<file path="config.mk">
export PLATFORM = sky130hd
export DESIGN_NAME = lrmv_front
export DESIGN_NICKNAME = d
export VERILOG_FILES = /design/src/rtl/assert_macros.svh /design/src/rtl/lrmv_pkg.sv /design/src/rtl/lrmv_front.sv
export SDC_FILE = /design/constraint.sdc
export NUM_CORES = 1
export LEC_CHECK = 0
export BUFFER_PORTS_ARGS = -buffer_cell sky130_fd_sc_hd__buf_2
export CAP_MARGIN = 20
export CORE_MARGIN = 10
export CORE_UTILIZATION = 35
export DETAILED_ROUTE_END_ITERATION = 7
export SYNTH_ARGS = -nofsm -noshare
export SYNTH_HDL_FRONTEND = slang
export SYNTH_SLANG_ARGS = --single-unit
</file>
<file path="constraint.sdc">
create_clock -name clk -period 3 [get_ports clk]
set_clock_uncertainty 0.1 [all_clocks]
set_input_delay 0.3 -clock clk [delete_from_list [all_inputs] [get_ports clk]]
set_output_delay 0.3 -clock clk [all_outputs]
set_load 0.05 [all_outputs]
</file>
<file path="src/rtl/assert_macros.svh">
// Assertion macros used by the top-level RTL file.
// No dependencies.
`ifndef ASSERT_MACROS_SVH
`define ASSERT_MACROS_SVH
// Implication checked on every rising clock edge, skipped during reset.
`define CHK_IMPL(label, clk, rst, a, c, msg) \
  label: assert property (@(posedge clk) disable iff (rst) (a) |-> (c)) else $error(msg);
// Next-cycle implication, skipped during reset.
`define CHK_NEXT(label, clk, rst, a, c, msg) \
  label: assert property (@(posedge clk) disable iff (rst) (a) |=> (c)) else $error(msg);
`endif

</file>
<file path="src/rtl/lrmv_pkg.sv">
// Package for the low-rank matrix-vector multiply: types and constants.
// No dependencies.
`timescale 1ns / 1ps
package lrmv_pkg;
  localparam int MAX_ROWS = 64;
  localparam int MAX_COLS = 64;
  localparam int RANK_CAP = 16;
  localparam int ROW_W = $clog2(MAX_ROWS);
  localparam int COL_W = $clog2(MAX_COLS);
  localparam int RANK_W = $clog2(RANK_CAP);
  localparam int Q_DEPTH = 4;

  localparam logic [1:0] CMD_WR_V = 2'd0;
  localparam logic [1:0] CMD_WR_U = 2'd1;
  localparam logic [1:0] CMD_WR_X = 2'd2;
  localparam logic [1:0] CMD_START = 2'd3;

  localparam logic [1:0] REG_NUM_ROWS = 2'd0;
  localparam logic [1:0] REG_NUM_COLS = 2'd1;
  localparam logic [1:0] REG_RANK_USED = 2'd2;

  typedef struct packed {
    logic [1:0] cmd;
    logic [5:0] row_sel;
    logic [5:0] col_sel;
    logic signed [15:0] val_re;
    logic signed [15:0] val_im;
  } in_item_t;

  typedef struct packed {
    logic [5:0] out_index;
    logic signed [47:0] out_re;
    logic signed [47:0] out_im;
    logic last;
  } out_item_t;

  // Classified request passed from the front part to the back part.
  typedef struct packed {
    logic [1:0] cmd;
    logic [ROW_W-1:0] row;
    logic [COL_W-1:0] col;
    logic [31:0] ent;
  } req_t;
endpackage

</file>
<file path="src/rtl/lrmv_front.sv">
// Front part: accepts input items, drops out-of-range loads, queues requests.
// Depends on lrmv_pkg.
`timescale 1ns / 1ps
module lrmv_front (
  input  logic clk,
  input  logic rst,
  input  logic in_valid,
  output logic in_stall,
  input  lrmv_pkg::in_item_t in_data,
  output logic q_valid,
  input  logic q_pop,
  output lrmv_pkg::req_t q_req
);
  localparam int PW = $clog2(lrmv_pkg::Q_DEPTH);
  lrmv_pkg::req_t mem [lrmv_pkg::Q_DEPTH];
  logic [PW-1:0] wptr, rptr;
  logic [PW:0] count;
  logic keep, push, pop;

  always_comb begin
    case (in_data.cmd)
      lrmv_pkg::CMD_WR_V: keep = ({1'b0, in_data.row_sel} < 7'(lrmv_pkg::RANK_CAP))
                               && ({1'b0, in_data.col_sel} < 7'(lrmv_pkg::MAX_COLS));
      lrmv_pkg::CMD_WR_U: keep = ({1'b0, in_data.row_sel} < 7'(lrmv_pkg::MAX_ROWS))
                               && ({1'b0, in_data.col_sel} < 7'(lrmv_pkg::RANK_CAP));
      lrmv_pkg::CMD_WR_X: keep = {1'b0, in_data.col_sel} < 7'(lrmv_pkg::MAX_COLS);
      default: keep = 1'b1;
    endcase
  end

  assign in_stall = (count == (PW+1)'(lrmv_pkg::Q_DEPTH));
  assign push = in_valid && !in_stall && keep;
  assign q_valid = (count != '0);
  assign pop = q_pop && q_valid;
  assign q_req = mem[rptr];

  always_ff @(posedge clk) begin
    if (push) begin
      mem[wptr] <= '{cmd: in_data.cmd, row: in_data.row_sel[lrmv_pkg::ROW_W-1:0],
                     col: in_data.col_sel[lrmv_pkg::COL_W-1:0],
                     ent: {in_data.val_im, in_data.val_re}};
    end
    if (rst) begin
      wptr <= '0;
      rptr <= '0;
      count <= '0;
    end else begin
      if (push) wptr <= wptr + 1'b1;
      if (pop) rptr <= rptr + 1'b1;
      count <= count + (PW+1)'(push) - (PW+1)'(pop);
    end
  end
endmodule

</file>
Yosys cells after proc, flatten, opt, wreduce, memory -nomap -nowiden
Memory sizes are Yosys's and may differ from the RTL's. A register that Yosys moved wholly into a read port is not among the register bits. Index checks and enable logic that the tools add are counted. Widths: inputs -> output; s select.

Register bits: 7. Bits in latches: 0. RAM bits: 184. ROM bits: 0. Input port bits: 50. Output and inout port bits: 48. Word-level logic and storage cells: 23. Memories: 1.

Memory list: mem (words 4, width 46, rd ports 1, clocked after memory_dff 1, wr ports 1, line lrmv_front.sv:15) `lrmv_pkg::req_t mem [lrmv_pkg::Q_DEPTH];`.

Add/sub/neg operators: 4. Multiply operators: 0. Divide/modulo/power cells: 0. $lt $le $gt $ge: 2. Eq/ne operators: 2. Shift-type cells: 0. Multiplexer cells: 5. Bitwise logic cells: 0. Reductions and logical operators: 6.

Operators by type and width (number): $lt 6x5->1 const B (2); $add 2x1->2 const B (2); $mux 2 (2); $add 3x1->3 (1); $eq 3x3->1 const B (1); $logic_and 1x1->1 (3); $reduce_bool 3->1 (1); $sub 3x1->3 (1); $eq 2x1->1 const B (1); $logic_not 2->1 (1); $mux 1 (2); $pmux 1 s2 (1); $logic_not 1->1 (1).

Longest topological paths before layout
Gate-level depths: netlist of the first run.

Word-level depth: 6. Depth in mapped cells: 12. Mapped depth without buffers: 12.

Worst setup path before layout of the first run
No wires, ideal clock.

Path kind: register -> register. From: register count[1]. To: register count[2]. Setup time: 126 ps. Data arrival time: 2521 ps. Data required time: 2774 ps. Setup slack: 253 ps. Cell stages (with the launch flop): 12. Buffers on the path: 0. Period minus slack after synthesis: 2747 ps. Cell sequence: dfxtp_1 -> nor3b_2 -> nor4b_4 -> inv_1 -> ha_1 -> inv_1 -> ha_1 -> inv_1 -> fa_1 -> xor2_1 -> xnor2_1 -> nor2_1.

Cells in the longest elaborated chain, start to end: 6. Elaborated cells between the ends (all ways): 8. Those cells by class: 2 x add/sub; 1 x eq/ne; 5 x reduce/logical.

Ends and longest elaborated chain: start, declared (line lrmv_front.sv:17) `logic [PW:0] count;`; start signal, assigned (line lrmv_front.sv:50) `count <= count + (PW+1)'(push) - (PW+1)'(pop);`; $eq 3x3->1 (line lrmv_front.sv:31) `assign in_stall = (count == (PW+1)'(lrmv_pkg::Q_DEPTH));`; via in_stall (line lrmv_front.sv:8) `output logic in_stall,`; $logic_not 1->1 (line lrmv_front.sv:32) `assign push = in_valid && !in_stall && keep;`; $logic_and 1x1->1 (2 in a row) (line lrmv_front.sv:32); $add 3x1->3 (line lrmv_front.sv:50); $sub 3x1->3 (line lrmv_front.sv:50).

The timed path passes the listed nets, and every way through them passes these cells. A chain may end at the register's enable or synchronous reset.

Worst setup path after layout of the first run
From: input port in_data[43] in the netlist's numbering. To: register count[2].

Cells in the longest elaborated chain, start to end: 5.

Ends and longest elaborated chain: start, declared (line lrmv_front.sv:9) `input lrmv_pkg::in_item_t in_data,`; $lt 6x5->1 (line lrmv_front.sv:22) `lrmv_pkg::CMD_WR_V: keep = ({1'b0, in_data.row_sel} < 7'(lrmv_pkg::RANK_CAP))`; $pmux 1 s2 (line lrmv_front.sv:21) `case (in_data.cmd)`; $logic_and 1x1->1 (line lrmv_front.sv:32); $add 3x1->3 (line lrmv_front.sv:50); $sub 3x1->3 (line lrmv_front.sv:50).

No other way between the ends.

==> results of run 1 <==
==> per-stage QoR <==
stage               setup slack (ps)  hold WS [ps]  cells
finish                           379          25.9    735
global route                     219          13.6    735
CTS                              371          2.50    735
detailed placement               464           409    659
global placement                 582           391    659
floorplan                        253           299    291
==> cells by family (layout without fill, tap and decap cells) <==
logic type,count (synthesis),in the layout,synth area share [%]
DFF,193,193,80.1
xor gates and xnor gates,4,4,0.492
and+or+nand+nor,22,22,1.91
muxes,48,48,14.9
adders and majority gates,7,7,1.33
AOI/OAI and AO/OA,1,1,0.123
buffers and inverters,16,190,1.14
==> path summary, 6_finish.rpt <==
kind                                            from                   end  slack (ps)  depth (start not counted)
worst max-delay path                     in_data[43]   count[2]$_SDFF_PP0_         380                         14
worst min-delay path                     in_data[44]  mem[1][44]$_DFFE_PP_          30                          1
worst max register to register   count[1]$_SDFF_PP0_   count[2]$_SDFF_PP0_         570                         11
worst min register to register  wptr[1]$_SDFFE_PP0P_  wptr[1]$_SDFFE_PP0P_         410                          2
==> metal layers <==
layer / wire length (um) / share of wire (%) / GRT usage, %
met3: 754 / 5.5 / 3.19
met2: 6980 / 51 / 18.0
met1: 5700 / 42 / 13.7
met5: 0 / 0 / 0
met4: 176 / 1.3 / 4.06
==> cell type report <==
type                            instances  share of cell area (%)
Timing Repair Buffer                  153                    11.6
Tap cell                              270                    3.75
Multi-Input combinational cell         82                    14.9
Clock buffer                           18                    4.76
Inverter                                5                   0.208
Sequential cell                       193                    63.4
Clock inverter                         14                    1.49
==> power by group through the flow <==
stage	registers (W)	logic [W]	clock network, W
CTS	0.00325	0.00233	0.00221
finish	0.00324	0.00227	0.00214
global placement	0.00329	0.00225	0
global route	0.00327	0.00242	0.00232
floorplan	0.00327	0.00176	0
detailed placement	0.00331	0.00227	0
==> worst max-delay path, cell delays in order <==
cell	delay, ps
sky130_fd_sc_hd__dlygate4sd3_1	530
sky130_fd_sc_hd__buf_2	150
sky130_fd_sc_hd__nor2_1	130
sky130_fd_sc_hd__nor3_1	80
sky130_fd_sc_hd__nor4b_4	280
sky130_fd_sc_hd__inv_1	70
sky130_fd_sc_hd__ha_1	290
sky130_fd_sc_hd__inv_1	60
sky130_fd_sc_hd__ha_1	140
sky130_fd_sc_hd__inv_1	50
sky130_fd_sc_hd__fa_1	370
sky130_fd_sc_hd__xor2_1	170
sky130_fd_sc_hd__xnor2_1	140
sky130_fd_sc_hd__nor2_1	60
==> layout by cell type (no fill, tap or decap), types with 4 or more instances in the layout <==
cell and count:
sky130_fd_sc_hd__edfxtp_1 184, sky130_fd_sc_hd__buf_2 97, sky130_fd_sc_hd__mux4_2 46, sky130_fd_sc_hd__dlygate4sd3_1 44, sky130_fd_sc_hd__clkbuf_16 17, sky130_fd_sc_hd__buf_4 10
sky130_fd_sc_hd__nor2_1 9, sky130_fd_sc_hd__dfxtp_1 7, sky130_fd_sc_hd__ha_1 6, sky130_fd_sc_hd__inv_1 5, sky130_fd_sc_hd__clkinvlp_4 5, sky130_fd_sc_hd__and2_2 4
==> flip-flops by register name (all words and copies together) (netlist names), named ones only <==
name,cells
count,3
rptr,2
mem,184
wptr,2
==> results.md, run 1 <==
Status:
- The run finished with clean final reports.

Detailed routing:
- The routed via count is between 3k and 4k.
- The first TritonRoute pass finished after 4 iterations.
- The count of nets left with antenna violations once routing finished came out at 0.
- After detailed routing, the total wire length is 13600 um.
- The number of remaining DRC errors is 0.
- In this run, the number of DRC markers left after iteration 0 of detailed routing was roughly 130.
- The detail-routed net length per standard cell is 18.5 um.
- Dividing the detail-routed via count by the number of cells gives between 4 and 5.

Job:
- The tool flagged a number of max-cap violations equal to 0.

Power and ir drop:
- The clock network power share is 27.9%.
- The highest ir drop seen on vdd is ~460 uV.
- The completed layout was analyzed and its total power is approximately 0.0076 W.
- Of the total power, combinational logic draws 29.6%.
- The proportion of power drawn by flip-flops and latches is 42.4%.
- The static leakage is 3.04 nW.
- The switching fraction of total power is between 30% and 40%.
- The total power divided by cell area is 848 mW/mm2.
- The internal power contribution is 0.00507 W.
- The analysis attributes to net switching a power of 0.00258 W.

Yosys:
- The number of synthesis warnings is 0.
- Yosys instantiated no cell more often than sky130_fd_sc_hd__edfxtp_1.
- The most area-hungry cell type in the Yosys netlist is sky130_fd_sc_hd__edfxtp_1.
- When the netlist entered floorplanning its net count stood at 348.
- After synthesis, the mean cell area works out to 24.5 um2.
- Synthesis produced about 290 cells.
- Among all flip-flop cells after synthesis, the most frequent one is sky130_fd_sc_hd__edfxtp_1.
- After synthesis the netlist holds a flip-flop and latch count of 193.
- The async set or reset register ratio after synthesis is 0%.
- After synthesis the cells add up to around 0.007 mm2.
- The post-synthesis cell type count is 24.
- For this run, the register share of the synthesized area comes to 80.1%.
- In this run the biggest area consumer among cell types represents 77.6% of the synthesized area.
- The commonest cells after synthesis are 184 x sky130_fd_sc_hd__edfxtp_1, 46 x sky130_fd_sc_hd__mux4_2, 9 x sky130_fd_sc_hd__dfxtp_1, 9 x sky130_fd_sc_hd__nor2_1, 6 x sky130_fd_sc_hd__ha_1.
- After synthesis, the cell types taking the most area are sky130_fd_sc_hd__edfxtp_1 78%, sky130_fd_sc_hd__mux4_2 15%, sky130_fd_sc_hd__dfxtp_1 2.5%.
- Counting flops with a built-in enable in the synthesized netlist gives 184.

Setup path:
- The critical path start-end classification is input port to flop.
- Data arrives at the worst endpoint at between 2000 and 3000 ps.
- Along the worst path, the maximum fanout reaches 5.
- The kind of start point of the critical path is an input port.
- The endpoint required time on the critical path is 3210 ps.
- The capturing element type of the critical path is a flop.

Finish:
- The combined flip-flop and latch cell area is 0.00571 mm2.
- Cells fill 44.8% of the core in the end.
- The fraction of layout cells with a size suffix above 1 is 41.7%.
- The multi-input combinational cells in the finished layout cover a total of 0.00134 mm2.
- The filler cells instantiated in the layout total 1730.
- The total number of nets in the final design is 509.
- After routing the design area is 0.00901 mm2.
- The synthesis-to-finish area growth is 26.5%.
- 0 antenna diodes ended up in the layout.

Die:
- The die boundary width is 163 um.
- The starting density of the core is 35.4%.
- The floorplan has 52 rows.
- The core footprint is just over 0.02 mm2.
- The count of boundary I/O pins is 98.
- Measured along the y axis, the die boundary spans 163 um.
- The floorplan step defined a die boundary enclosing 0.0265 mm2.

STA:
- The number of endpoints with negative hold slack in the final report was 0.
- Setup total negative slack on the finished layout was measured at 0 ps.
- Headroom to the max-slew limit came out at 63.0%.
- Setup repair after global routing left no endpoint under its margin.
- After layout, the minimum clock period comes to 2620 ps.
- The max-slew violation count is 0.
- The worst-margin pin slew is 555 ps.
- The total setup violations reported at the end of the flow is 0.
- The maximum clock frequency is approximately 0.38 GHz.
- The final cycle utilization of the critical path is 87.4%.

GRT:
- The number of antenna violations at the first check in global routing was 0.
- The first global-routing pass estimated 22200 um of wire.
- Entering global routing, the biggest net connects 31 pins.
- The aggregate global-route resource usage is 11.0%.
- The total congestion overflow after global routing is 0.
- The number of global-route vias before repair came to 3909.

Clocking:
- After clock tree synthesis, the clock-pin slew on the worst setup and hold paths is 70 ps.
- TritonCTS built the clock tree.
- The number of cells upsized or downsized after cts is 0.
- The TritonCTS buffer count is 17.
- Buffers inserted to repair hold after CTS numbered 44.
- The clock passes through at most 2 buffers.
- The number of setup buffers added after CTS is 0.
- The clock net in this run drives a total of 193 sinks.
- The insertion delay to the later sink of the worst-skew pair is 420 ps.
- The H-tree was split into 4 levels.
- The buffer cell driving the clock tree root is sky130_fd_sc_hd__clkbuf_16.

Placed design:
- The instance area at placement is 0.00801 mm2.
- Routability-driven placement finished with a final weighted congestion of about 0.7.
- Summed over all nets, the half-perimeter wirelength after detailed placement is 8360 um.
- The count of input and output buffers is 97.

Hold path:
- The path class of the lowest-slack min-delay path is input port to flop.
Note: power is estimated with default switching activity, not from simulation.
==> run 2: changes to the inputs <==
--- a/config.mk
+++ b/config.mk
@@ -5,10 +5,12 @@
 export SDC_FILE = /design/constraint.sdc
 export NUM_CORES = 1
 export LEC_CHECK = 0
+export ABC_AREA = 1
 export BUFFER_PORTS_ARGS = -buffer_cell sky130_fd_sc_hd__buf_2
 export CAP_MARGIN = 20
 export CORE_MARGIN = 10
 export CORE_UTILIZATION = 35
+export CTS_BUF_LIST = sky130_fd_sc_hd__clkbuf_4
 export DETAILED_ROUTE_END_ITERATION = 7
 export SYNTH_ARGS = -nofsm -noshare
 export SYNTH_HDL_FRONTEND = slang
==> results.md, run 2 <==
Clocking:
- TritonCTS built the clock tree.
- CTS built an H-tree with a depth of 4.
- The clock drives ~190 sinks.
- The number of setup buffers added after CTS is 0.
- The number of buffers on the longest clock path is 2.
- Counting the buffers created by CTS gives 17.
- The buffer cell driving the clock tree root is sky130_fd_sc_hd__clkbuf_4.
- The later pin in the worst-skew pair is clocked with a latency of 580 ps.
- The clock-pin transition on the worst setup and hold timing paths is ~160 ps.

Placed design:
- The count of input and output buffers is 97.
- The worst setup slack before clock tree synthesis is 632 ps.
- Once detailed placement completed, the half-perimeter wirelength came to 10400 um.
- The number of cells in the design after placement is between 800 and 900.
- The weighted congestion at the end of routability-driven global placement is slightly above 0.7.

Finish:
- The register with the most flip-flops in the final layout is mem.
- The number of flip-flops in the largest register is 184.
- For this run, the post-layout net count is 723.
- Compared with the post-synthesis result, the final layout area differs by 22.3%.
- Of the cells placed in the final design, the portion with a size suffix greater than 1 is 22.2%.
- The largest registers in the layout are mem x184, count x3.
- The non-filler instance count after layout is between 900 and 1k.
- 0 antenna diodes ended up in the layout.
- The most common cell after layout, fill and taps aside is sky130_fd_sc_hd__edfxtp_1.
- After filler insertion, the fill cell instance count of the layout stands at 1876.
- The top cell types in the final layout, fill and taps aside, are 184 x sky130_fd_sc_hd__edfxtp_1, 103 x sky130_fd_sc_hd__nor2_1, 97 x sky130_fd_sc_hd__buf_2, 57 x sky130_fd_sc_hd__o21ai_0, 48 x sky130_fd_sc_hd__dlygate4sd3_1.

Setup path:
- Walking the worst path, the cells encountered are buf_4 > o21ai_0 > o22ai_1 > buf_2.
- The capturing element type of the critical path is a primary output.
- The maximum fanout encountered on the critical timing path is 34.
- For this run, the slowest stage of the critical path takes 520 ps.
- The largest individual stage delay along the critical path comes from the cell sky130_fd_sc_hd__dfxtp_4.
- By startpoint and endpoint, the worst setup path is classified as flop to primary output.
- The kind of start point of the critical path is a flop.
- The arrival time at the worst endpoint is 2290 ps.
- Data on the critical path is required at its endpoint by ~2600 ps.

STA:
- Headroom to the max-slew limit came out at a little over three fifths.
- Setup slack on the critical path of the routed design comes to 307 ps.
- Setup repair after global routing left no endpoint under its margin.
- Setup violations remaining at the end of the flow were counted as 0.
- The minimum period implied by the final worst setup slack is 2690 ps.
- The max-slew violation count is 0.
- Derived from the worst setup path, the maximum achievable clock frequency is 0.371 GHz.
- In the final timing run, aggregate negative setup slack is 0 ps.
- The final cycle utilization of the critical path is 89.8%.
- The worst-margin pin slew is 558 ps.
- The number of endpoints with negative hold slack in the final report is 0.

Die:
- The die is 165 um wide.
- In this run the vertical extent of the chip is 165 um.
- The floorplan step defined a die boundary enclosing about 0.027 mm2.
- The initial utilization of the core area, before any placement, comes to 35.9%.
- The floorplan row count is 52.
- In this run the standard cell core region covers 0.0204 mm2.
- During I/O placement, the number of pins put on the boundary was 98.

Power and ir drop:
- For this design the static power due to leakage is 3.16 nW.
- The total power divided by cell area is 803 mW/mm2.
- Across the VDD grid, the largest voltage drop is 457 uV.

Yosys:
- The post-synthesis sequential area ratio is 77.9%.
- The number of instances in the synthesized netlist is 515.
- Ranked by instance count, the synthesized netlist is headed by 184 x sky130_fd_sc_hd__edfxtp_1, 107 x sky130_fd_sc_hd__nor2_1, 57 x sky130_fd_sc_hd__o21ai_0, 46 x sky130_fd_sc_hd__o22ai_1, 36 x sky130_fd_sc_hd__o21ai_1.
- The simple-gate portion of the synthesized area is 6.44%.
- The number of flops mapped to enable cells by yosys is 184.
- The post-synthesis sequential element count is between 150 and 200.
- The netlist area before placement is 0.00733 mm2.
- By area, the combinational part of the netlist is dominated by compound AO/OA/AOI/OAI gates.
- After synthesis, the cell types taking the most area are sky130_fd_sc_hd__edfxtp_1 75%, sky130_fd_sc_hd__nor2_1 5.5%, sky130_fd_sc_hd__o22ai_1 3.9%.
- Among all cell types in the netlist, the one instantiated most often is sky130_fd_sc_hd__edfxtp_1.
- The number of synthesis warnings is 0.
- The post-synthesis average cell area is 14.2 um2.
- The net count after synthesis is 572.
- Measured against the total synthesized area, the mux share comes to 0%.
- The most instantiated flip-flop cell in the synthesis netlist is sky130_fd_sc_hd__edfxtp_1.
- The xor and xnor fraction of the mapped netlist area is 0.120%.
- The synthesized netlist devotes 1.30% of its cell area to adder and majority cells.
- The post-synthesis cell type count is 21.
- Summing the areas of all compound-gate instances in the mapped netlist gives a little over a tenth of the synthesized area.
- The synthesized design spends more area on one cell type than any other, namely sky130_fd_sc_hd__edfxtp_1.
- Summed over its instances, the top area cell type makes up 75.4% of the synthesized netlist area.
- The async set or reset register ratio after synthesis is 0%.

GRT:
- Global routing finished with a remaining overflow of 0.
- The first global-routing pass estimated 26200 um of wire.
- The aggregate global-route resource usage is 12.6%.
- The number of antenna violations at the first check in global routing is 0.
- The maximum number of pins on one net before global-route repair is 47.
- The number of global-route vias before repair was roughly 5k.

Detailed routing:
- The routed design uses 8570 um of met2 wire.
- Dividing the detail-routed wire length by the instance count gives 17.5 um.
- The first-pass iteration count of the detailed router is 4.
- After detailed routing, the met3 layer carries around 800 um of wire.
- The number of violations reported at the end of detailed-routing iteration 0 is 286.
- Using the TritonRoute via totals, the vias-per-cell ratio works out to 4.88.
- Wires add up to 16600 um.
- The uppermost layer routed is met4.
- Once detail routing completed, the nets flagged for antenna violations numbered 0.
- The number of remaining DRC errors is 0.
- The final route contains approximately 4.6k vias.
- After detailed routing, the wire length on met1 is a little over 7000 um.

Status:
- The run finished with clean final reports.

Hold path:
- The path class of the lowest-slack min-delay path is input port to flop.

Job:
- The tool flagged a number of max-cap violations equal to 0.
[run 2: repair_timing]
action                                  in CTS  in global routing
hold buffers                                48                  0
hold endpoints to repair                   191                  0
gates resized for setup                      0                  1
endpoints found under the setup margin       0                  1
[run 2: layer usage]
| metal | vias up | global-route usage (%) |
|---|---|---|
| met3 | 17 | 3.66 |
| met5 | - | 0 |
| met1 | 2303 | 15.1 |
| met4 | 0 | 4.35 |
| met2 | 103 | 21.3 |
| li1 | 2210 | - |
[run 2: kinds of logic after synthesis]
logic type,Yosys count
simple gates,124
flops,193
xor+xnor,1
compound gates,144
buf+inv,46
fa+ha+maj,7
[run 2: through the flow]
stage	total power [W]	hold WS [ps]	util (%)	instance area [um2]
5_1_grt	0.00759	43.8	43.9	8960
2_1_floorplan	0.00523	267	-	7330
6_report	0.00719	97.2	43.9	8960
3_3_place_gp	0.00586	376	40.2	8210
4_1_cts	0.00730	40.0	43.9	8960
3_5_place_dp	0.00592	385	40.2	8210
[run 2: area by class of cell]
class                   instances  area [um2]  share of cell area, %
clock buffers                  17         128                   1.42
clock inverters                15         143                   1.59
inverters                      17        66.3                  0.740
repair buffers                161        1190                   13.2
flip-flops and latches        193        5710                   63.7
multi-input cells             276        1390                   15.5
well taps                     270         338                   3.77
[run 2: worst paths after layout]
kind | to | from | cells after the start | slack (ps)
worst min-delay path | wptr[1]$_SDFFE_PP0P_ | in_valid | 4 | 100
worst max register to register | count[2]$_SDFF_PP0_ | count[1]$_SDFF_PP0_ | 11 | 670
worst max-delay path | q_req[41] | flop | 4 | 310
worst min register to register | flop | rptr[1]$_SDFFE_PP0P_ | 2 | 400
[run 2: worst max-delay path: cells and delay by family, from the launching register on]
family,cells,cell delay (ps)
AO/OA/AOI/OAI,2,480
buffers and inverters,2,720
flip-flops,1,520
[run 2: power by group]
part | switching, W | internal [W]
clock | 0.000846 | 0.000489
sequential | 0.0000861 | 0.00316
combinational | 0.00200 | 0.000619
